[config.mk]
export PLATFORM = sky130hd
export DESIGN_NAME = gpf_ctrl
export DESIGN_NICKNAME = d
export VERILOG_FILES = /design/src/rtl/core/gpf_pkg.sv /design/src/rtl/core/gpf_ctrl.sv
export SDC_FILE = /design/constraint.sdc
export NUM_CORES = 1
export LEC_CHECK = 0
export BUFFER_PORTS_ARGS = -buffer_cell sky130_fd_sc_hd__buf_2
export CORE_AREA = 3 3 40 42
export CTS_BUF_LIST = sky130_fd_sc_hd__clkbuf_4 sky130_fd_sc_hd__clkbuf_8 sky130_fd_sc_hd__clkbuf_16
export DETAILED_ROUTE_END_ITERATION = 8
export DIE_AREA = 0 0 43 45
export PLACE_DENSITY = 0.77
export SETUP_SLACK_MARGIN = 0.5
export SYNTH_ARGS = -nofsm -noshare
export SYNTH_HDL_FRONTEND = slang
export SYNTH_SLANG_ARGS = --single-unit
[constraint.sdc]
create_clock -name clk -period 1.83 [get_ports clk]
set_input_delay 0.2745 -clock clk [delete_from_list [all_inputs] [get_ports clk]]
set_output_delay 0.2745 -clock clk [all_outputs]
set_load 0.1 [all_outputs]
[src/rtl/core/gpf_pkg.sv]
// Shared types and constants for the grid peak finder.
package gpf_pkg;

  localparam int ROWS_MAX_DEF = 64;
  localparam int COLS_MAX_DEF = 64;

  localparam int VALUE_W = 32;
  localparam int CFG_W   = 7;
  localparam int IDX_W   = 6;

  localparam logic [CFG_W-1:0] NUM_ROWS_RST = 7'd64;
  localparam logic [CFG_W-1:0] NUM_COLS_RST = 7'd64;

  // register index as decoded from the address
  localparam logic REG_NUM_ROWS = 1'b0;
  localparam logic REG_NUM_COLS = 1'b1;

  typedef enum logic [3:0] {
    ST_LOAD,
    ST_CHECK,
    ST_SCAN_A,
    ST_SCAN_B,
    ST_SCAN_C,
    ST_LEFT_A,
    ST_LEFT_B,
    ST_LEFT_C,
    ST_RIGHT_A,
    ST_RIGHT_B,
    ST_RIGHT_C,
    ST_DECIDE,
    ST_DONE
  } state_t;

  typedef enum logic [1:0] {
    RD_SCAN,
    RD_LEFT,
    RD_RIGHT
  } rd_sel_t;

  typedef struct packed {
    logic    load_we;
    logic    search_init;
    logic    mid_calc;
    logic    scan_clear;
    logic    addr_load;
    rd_sel_t rd_sel;
    logic    scan_take;
    logic    left_take;
    logic    left_edge;
    logic    right_take;
    logic    right_edge;
    logic    step_left;
    logic    step_right;
    logic    hit_set;
    logic    hit_clr;
    logic    res_load;
  } cmd_t;

  typedef struct packed {
    logic range_empty;
    logic scan_last;
    logic mid_first;
    logic mid_last;
    logic left_ok;
    logic left_gt;
    logic right_ok;
    logic out_busy;
  } status_t;

endpackage

[src/rtl/core/gpf_ctrl.sv]
// Sequencer for loading the matrix and running the column search.
module gpf_ctrl (
  input  logic             clk,
  input  logic             rst,
  input  logic             in_valid,
  input  logic             in_last,
  output logic             in_ready,
  input  gpf_pkg::status_t status,
  output gpf_pkg::cmd_t    cmd
);

  gpf_pkg::state_t state;
  gpf_pkg::state_t state_next;

  always_ff @(posedge clk) begin
    if (rst) begin
      state <= gpf_pkg::ST_LOAD;
    end else begin
      state <= state_next;
    end
  end

  always_comb begin
    state_next = state;
    cmd        = '0;
    cmd.rd_sel = gpf_pkg::RD_SCAN;
    in_ready   = 1'b0;
    unique case (state)
      gpf_pkg::ST_LOAD: begin
        in_ready = 1'b1;
        if (in_valid) begin
          cmd.load_we = 1'b1;
          if (in_last) begin
            cmd.search_init = 1'b1;
            state_next      = gpf_pkg::ST_CHECK;
          end
        end
      end
      gpf_pkg::ST_CHECK: begin
        if (status.range_empty) begin
          cmd.hit_clr = 1'b1;
          state_next  = gpf_pkg::ST_DONE;
        end else begin
          cmd.mid_calc   = 1'b1;
          cmd.scan_clear = 1'b1;
          state_next     = gpf_pkg::ST_SCAN_A;
        end
      end
      gpf_pkg::ST_SCAN_A: begin
        cmd.addr_load = 1'b1;
        cmd.rd_sel    = gpf_pkg::RD_SCAN;
        state_next    = gpf_pkg::ST_SCAN_B;
      end
      gpf_pkg::ST_SCAN_B: begin
        state_next = gpf_pkg::ST_SCAN_C;
      end
      gpf_pkg::ST_SCAN_C: begin
        cmd.scan_take = 1'b1;
        state_next    = status.scan_last ? gpf_pkg::ST_LEFT_A : gpf_pkg::ST_SCAN_A;
      end
      gpf_pkg::ST_LEFT_A: begin
        if (status.mid_first) begin
          cmd.left_edge = 1'b1;
          state_next    = gpf_pkg::ST_RIGHT_A;
        end else begin
          cmd.addr_load = 1'b1;
          cmd.rd_sel    = gpf_pkg::RD_LEFT;
          state_next    = gpf_pkg::ST_LEFT_B;
        end
      end
      gpf_pkg::ST_LEFT_B: begin
        state_next = gpf_pkg::ST_LEFT_C;
      end
      gpf_pkg::ST_LEFT_C: begin
        cmd.left_take = 1'b1;
        state_next    = gpf_pkg::ST_RIGHT_A;
      end
      gpf_pkg::ST_RIGHT_A: begin
        if (status.mid_last) begin
          cmd.right_edge = 1'b1;
          state_next     = gpf_pkg::ST_DECIDE;
        end else begin
          cmd.addr_load = 1'b1;
          cmd.rd_sel    = gpf_pkg::RD_RIGHT;
          state_next    = gpf_pkg::ST_RIGHT_B;
        end
      end
      gpf_pkg::ST_RIGHT_B: begin
        state_next = gpf_pkg::ST_RIGHT_C;
      end
      gpf_pkg::ST_RIGHT_C: begin
        cmd.right_take = 1'b1;
        state_next     = gpf_pkg::ST_DECIDE;
      end
      gpf_pkg::ST_DECIDE: begin
        priority if (status.left_ok && status.right_ok) begin
          cmd.hit_set = 1'b1;
          state_next  = gpf_pkg::ST_DONE;
        end else if (status.left_gt) begin
          cmd.step_left = 1'b1;
          state_next    = gpf_pkg::ST_CHECK;
        end else begin
          cmd.step_right = 1'b1;
          state_next     = gpf_pkg::ST_CHECK;
        end
      end
      gpf_pkg::ST_DONE: begin
        // hold until the previous result has left the output register
        if (!status.out_busy) begin
          cmd.res_load = 1'b1;
          state_next   = gpf_pkg::ST_LOAD;
        end
      end
      default: begin
        state_next = gpf_pkg::ST_LOAD;
      end
    endcase
  end

endmodule

==> tab_implementation.tex, run 1 <==
\begin{tabular}{lr}
\hline
Metric & Value \\
\hline
\multicolumn{2}{l}{\textbf{Status}} \\
Status & stopped before the end \\
Stopped at & clock tree synthesis \\
Run Error & [ERROR DPL-0038] Utilization greater than 100\%, impossible to legalize \\
\multicolumn{2}{l}{\textbf{Clock network}} \\
H-tree lvl count & 1 \\
TritonCTS sink count & 4 \\
Setup fix buffers added after clock tree synthesis & 12 \\
Quantity of gates resized following cts & 18 \\
CTS Hold Bufs & 0 \\
Largest buffer count on any clock path & 2 \\
Clock root buffer & sky130\_fd\_sc\_hd\_\_clkbuf\_4 \\
Total CTS buffers & 3 \\
\multicolumn{2}{l}{\textbf{Yosys}} \\
Ranking of synthesized cells by instance count & 6 x sky130\_fd\_sc\_hd\_\_nor2\_1, 4 x sky130\_fd\_sc\_hd\_\_a31oi\_1, 4 x sky130\_fd\_sc\_hd\_\_dfxtp\_1 \\
Predominant post-synthesis flop cell & sky130\_fd\_sc\_hd\_\_dfxtp\_1 \\
Share of synthesized registers carrying an async set or reset & 0 \\
Number of synthesized flops with an enable pin & 0 \\
Synthesis warning total & 0 \\
Post-synthesis instance area & 528 um\^{}2 \\
Fraction of the yosys area taken by sequential cells & 0.152 \\
Dominant cells by area after synthesis & sky130\_fd\_sc\_hd\_\_dfxtp\_1 15\%, sky130\_fd\_sc\_hd\_\_buf\_6 6.4\%, sky130\_fd\_sc\_hd\_\_a31oi\_1 4.7\% \\
Net count after synthesis & 80 \\
Average size of a mapped cell & 7.76 um\^{}2 \\
Cell variety after synth & 36 \\
Most frequently used cell type in the post-synthesis netlist & sky130\_fd\_sc\_hd\_\_nor2\_1 \\
Register bit count reported by yosys & 4 \\
Area share of the largest cell type after synthesis & 0.152 \\
Biggest area consumer among synthesized cells & sky130\_fd\_sc\_hd\_\_dfxtp\_1 \\
Number of instances in the synthesized netlist & 68 \\
\multicolumn{2}{l}{\textbf{Placed design}} \\
HPWL after detailed placement & 1.48 mm \\
Placement-stage worst setup slack & 0.0870 ns \\
Count of buffers inserted at the top-level ports & 29 \\
Post-placement cell area & 1120 um\^{}2 \\
GP Congestion & 0.827 \\
\multicolumn{2}{l}{\textbf{Floorplanning}} \\
Height of the die & 45 um \\
Effective utilization at floorplan & 0.411 \\
Die Span X & 43 um \\
Number of placement rows & 13 \\
Number of ports placed on the die boundary & 30 \\
\hline
\end{tabular}
## cells by family after synthesis
family / after synthesis / synth area share
buffers and inverters: 10 / 0.133
and+or+nand+nor: 36 / 0.474
DFF: 4 / 0.152
AOI/OAI and AO/OA: 18 / 0.242
## stage by stage
step	instances	hold slack, ns	setup TNS (ns)
after floorplan	68	0.344	-1.89
after global placement	111	0.466	0
after detailed placement	111	0.470	0
==> run 2, diff against run 1 <==
==> config.mk (replaced) <==
export PLATFORM = sky130hd
export DESIGN_NAME = gpf_ctrl
export DESIGN_NICKNAME = d
export VERILOG_FILES = /design/src/rtl/core/gpf_pkg.sv /design/src/rtl/core/gpf_ctrl.sv
export SDC_FILE = /design/constraint.sdc
export NUM_CORES = 1
export LEC_CHECK = 0
export BUFFER_PORTS_ARGS = -buffer_cell sky130_fd_sc_hd__buf_2
export CORE_AREA = 3 3 64 66
export DETAILED_ROUTE_END_ITERATION = 8
export DIE_AREA = 0 0 67 69
export PLACE_DENSITY_LB_ADDON = 0.15
export SYNTH_ARGS = -nofsm -noshare
export SYNTH_HDL_FRONTEND = slang
export SYNTH_SLANG_ARGS = --single-unit
==> tab_implementation.tex, run 2 <==
\begin{tabular}{lr}
\hline
Metric & Value \\
\hline
\multicolumn{2}{l}{\textbf{STA}} \\
Fmax & 0.566 GHz \\
Relative slew margins & 0.786 \\
Final worst path period need & 1.77 ns \\
Final setup viols & 0 \\
Final cycle utilization of the critical path & 0.966 \\
Setup tns final & 0 ns \\
Worst slew pin tran & 0.318 ns \\
Worst clock skew & 0.00180 ns \\
Hold Violations, Final & 0 \\
Setup ws final & 0.0621 ns \\
RSZ-0062 raised after global routing & yes \\
Final Max Slew Viols & 0 \\
\multicolumn{2}{l}{\textbf{Yosys}} \\
Dominant cells by area after synthesis & sky130\_fd\_sc\_hd\_\_dfxtp\_1 15\%, sky130\_fd\_sc\_hd\_\_buf\_6 6.4\%, sky130\_fd\_sc\_hd\_\_a31oi\_1 4.7\% \\
Synthesis warning total & 0 \\
Post-synthesis instance area & 528 um\^{}2 \\
Area share of the largest cell type after synthesis & 0.152 \\
Cell variety after synth & 36 \\
Number of instances in the synthesized netlist & 68 \\
Fraction of the yosys area taken by sequential cells & 0.152 \\
Biggest area consumer among synthesized cells & sky130\_fd\_sc\_hd\_\_dfxtp\_1 \\
Share of synthesized registers carrying an async set or reset & 0 \\
Number of synthesized flops with an enable pin & 0 \\
Predominant post-synthesis flop cell & sky130\_fd\_sc\_hd\_\_dfxtp\_1 \\
Average size of a mapped cell & 7.76 um\^{}2 \\
Net count after synthesis & 80 \\
Most frequently used cell type in the post-synthesis netlist & sky130\_fd\_sc\_hd\_\_nor2\_1 \\
Register bit count reported by yosys & 4 \\
Ranking of synthesized cells by instance count & 6 x sky130\_fd\_sc\_hd\_\_nor2\_1, 4 x sky130\_fd\_sc\_hd\_\_a31oi\_1, 4 x sky130\_fd\_sc\_hd\_\_dfxtp\_1 \\
\multicolumn{2}{l}{\textbf{Placed design}} \\
Placement-stage worst setup slack & 0.225 ns \\
Count of buffers inserted at the top-level ports & 29 \\
GP Congestion & 0.708 \\
HPWL after detailed placement & 1.54 mm \\
\multicolumn{2}{l}{\textbf{Floorplanning}} \\
Height of the die & 69 um \\
Number of placement rows & 22 \\
Die area & 4620 um\^{}2 \\
Die Span X & 67 um \\
Core Box Area & 3630 um\^{}2 \\
Effective utilization at floorplan & 0.145 \\
Number of ports placed on the die boundary & 30 \\
\multicolumn{2}{l}{\textbf{Worst setup path}} \\
Cell chain of the critical path & buf\_6, nor4\_4, and3\_4, buf\_12 \\
Type of the setup path with the least slack & reg -> out \\
Setup slack of the worst register-to-register path & 0.55 ns \\
Reg2Reg Launch Point & state[2]\$\_SDFFE\_PP0P\_ \\
Slowest stage cell on the critical path & sky130\_fd\_sc\_hd\_\_nor4\_4 \\
Largest stage delay on the critical path & 0.36 ns \\
Worst R2R Path Depth & 4 \\
Critical Path RT & 1.56 ns \\
Data arrival time of the critical path & 1.49 ns \\
RR Endpoint & state[0]\$\_SDFFE\_PP0P\_ \\
Element type at the critical path end & output port \\
Largest driver fanout on the critical path & 5 \\
Crit start category & flip-flop \\
\multicolumn{2}{l}{\textbf{Detailed routing}} \\
Routed wire length per instance & 12.0 um \\
Number of detailed-route iterations in the first pass & 4 \\
Vias per inst & 4.27 \\
Total via count in the routed design & 658 \\
Number of remaining DRC errors & 0 \\
Post-detailed-route count of antenna-violating nets & 0 \\
WL final & 1.85 mm \\
Count of routing violations after the opening detailed-route iteration & 12 \\
\multicolumn{2}{l}{\textbf{Cells and area}} \\
Max reg flops & 4 \\
Fraction of final layout cells with drive strength greater than 1 & 0.670 \\
Core occupancy in the finished layout & 0.341 \\
Area growth, synth to finish & 135\% \\
Leading cell types in the layout, fill and taps excluded & 18 x sky130\_fd\_sc\_hd\_\_buf\_12, 11 x sky130\_fd\_sc\_hd\_\_buf\_2, 11 x sky130\_fd\_sc\_hd\_\_buf\_4 \\
Leading cell type in the layout, fill and taps excluded & sky130\_fd\_sc\_hd\_\_buf\_12 \\
Biggest register & state \\
Registers with the highest flip-flop counts & state (4) \\
Net count, final & 120 \\
Ant. Diodes & 0 \\
\multicolumn{2}{l}{\textbf{Clock network}} \\
Clock root buffer & sky130\_fd\_sc\_hd\_\_clkbuf\_8 \\
Clock latency on the worst-skew pair & 0.22 ns \\
CTS Hold Bufs & 0 \\
CTS tree & yes \\
Largest buffer count on any clock path & 2 \\
Total CTS buffers & 3 \\
TritonCTS sink count & 4 \\
CTS clk-pin slew, worst paths & 0.03 ns \\
H-tree lvl count & 1 \\
\multicolumn{2}{l}{\textbf{GRT}} \\
Vias in the first global route & 671 \\
Number of antenna violations at the first check in global routing & 0 \\
Pin count of the biggest net entering global routing & 12 \\
First-pass GRT wire length & 3.08 mm \\
Total routing usage reported by global routing & 0.0853 \\
Overflow after GRT & 0 \\
\multicolumn{2}{l}{\textbf{Hold path}} \\
Worst min path class & in -> reg \\
Hold Path Sink & state[2]\$\_SDFFE\_PP0P\_ \\
Hold Crit Depth & 2 \\
Startpoint of the tightest hold check path & rst \\
\multicolumn{2}{l}{\textbf{Status}} \\
Status & finished, final reports clean \\
\multicolumn{2}{l}{\textbf{Pwr}} \\
Maximum ir drop on the vdd rail & 0.000846 V \\
Final Total Pwr & 1.65 mW \\
Cell leakage power & 0.497 nW \\
Pwr per Cell Area & 1330 nW/um\^{}2 \\
\multicolumn{2}{l}{\textbf{Run}} \\
Max-cap violations & 0 \\
\hline
\end{tabular}
run 2: cell counts after synthesis:
Identical to the previous run, type by type.
run 2: critical path: cells and delay by family (launching register included):
family	cells	cell delay (ns)
buffers and inverters	2	0.30
DFF	1	0.35
and+or+nand+nor	2	0.62
run 2: what timing repair did:
item                                    in CTS  in global routing
resized for setup                            1                  7
setup buffers                                0                  4
gates cloned                                 0                  0
pin swaps                                    0                  2
endpoints found under the setup margin       2                  7
run 2: cell type report:
type / count / area (um^2)
fill: 391 / 2390
multi-input combinational: 54 / 520
timing repair buffer: 42 / 520
sequential: 4 / 85.1
tap: 48 / 60.1
clock buffer: 3 / 41.3
inverter: 3 / 11.3
run 2: per-layer routing:
layer  global-route usage  wire, um
met4               0.0473        27
met5                    0         0
met2                0.131       878
met3               0.0195       113
met1                0.107       828
run 2: power by group:
| part | leakage, nW | switching, mW | internal, mW |
|---|---|---|---|
| clock | 0.0216 | 0.0438 | 0.140 |
| sequential | 0.0338 | 0.0388 | 0.115 |
| combinational | 0.442 | 0.788 | 0.525 |
| total | 0.497 | 0.871 | 0.780 |
run 2: kinds of logic after synthesis:
group                  share of synthesized area
buffers and inverters                      0.133
AOI/OAI and AO/OA                          0.242
and+or+nand+nor                            0.474
DFF                                        0.152
run 2: worst max path at each step:
stage	to	depth (start not counted)	from	slack, ns
after floorplan	cmd[15]	3	state[3]$_SDFFE_PP0P_	-0.56
after global placement	cmd[12]	4	state[0]$_SDFFE_PP0P_	0.23
after detailed placement	cmd[3]	4	state[0]$_SDFFE_PP0P_	0.22
after CTS	cmd[15]	4	state[1]$_SDFFE_PP0P_	0.02
after global routing	cmd[15]	4	state[2]$_SDFFE_PP0P_	-0.02
final	cmd[15]	4	state[2]$_SDFFE_PP0P_	0.06
run 2: per-stage QoR:
step | area (um^2) | instances | hold slack [ns]
floorplan | 688 | 68 | 0.344
global placement | 1140 | 147 | 0.480
detailed placement | 1140 | 147 | 0.474
CTS | 1190 | 150 | 0.250
global route | 1240 | 154 | 0.259
finish | 1240 | 154 | 0.245
(Power assumes the default switching activity.)
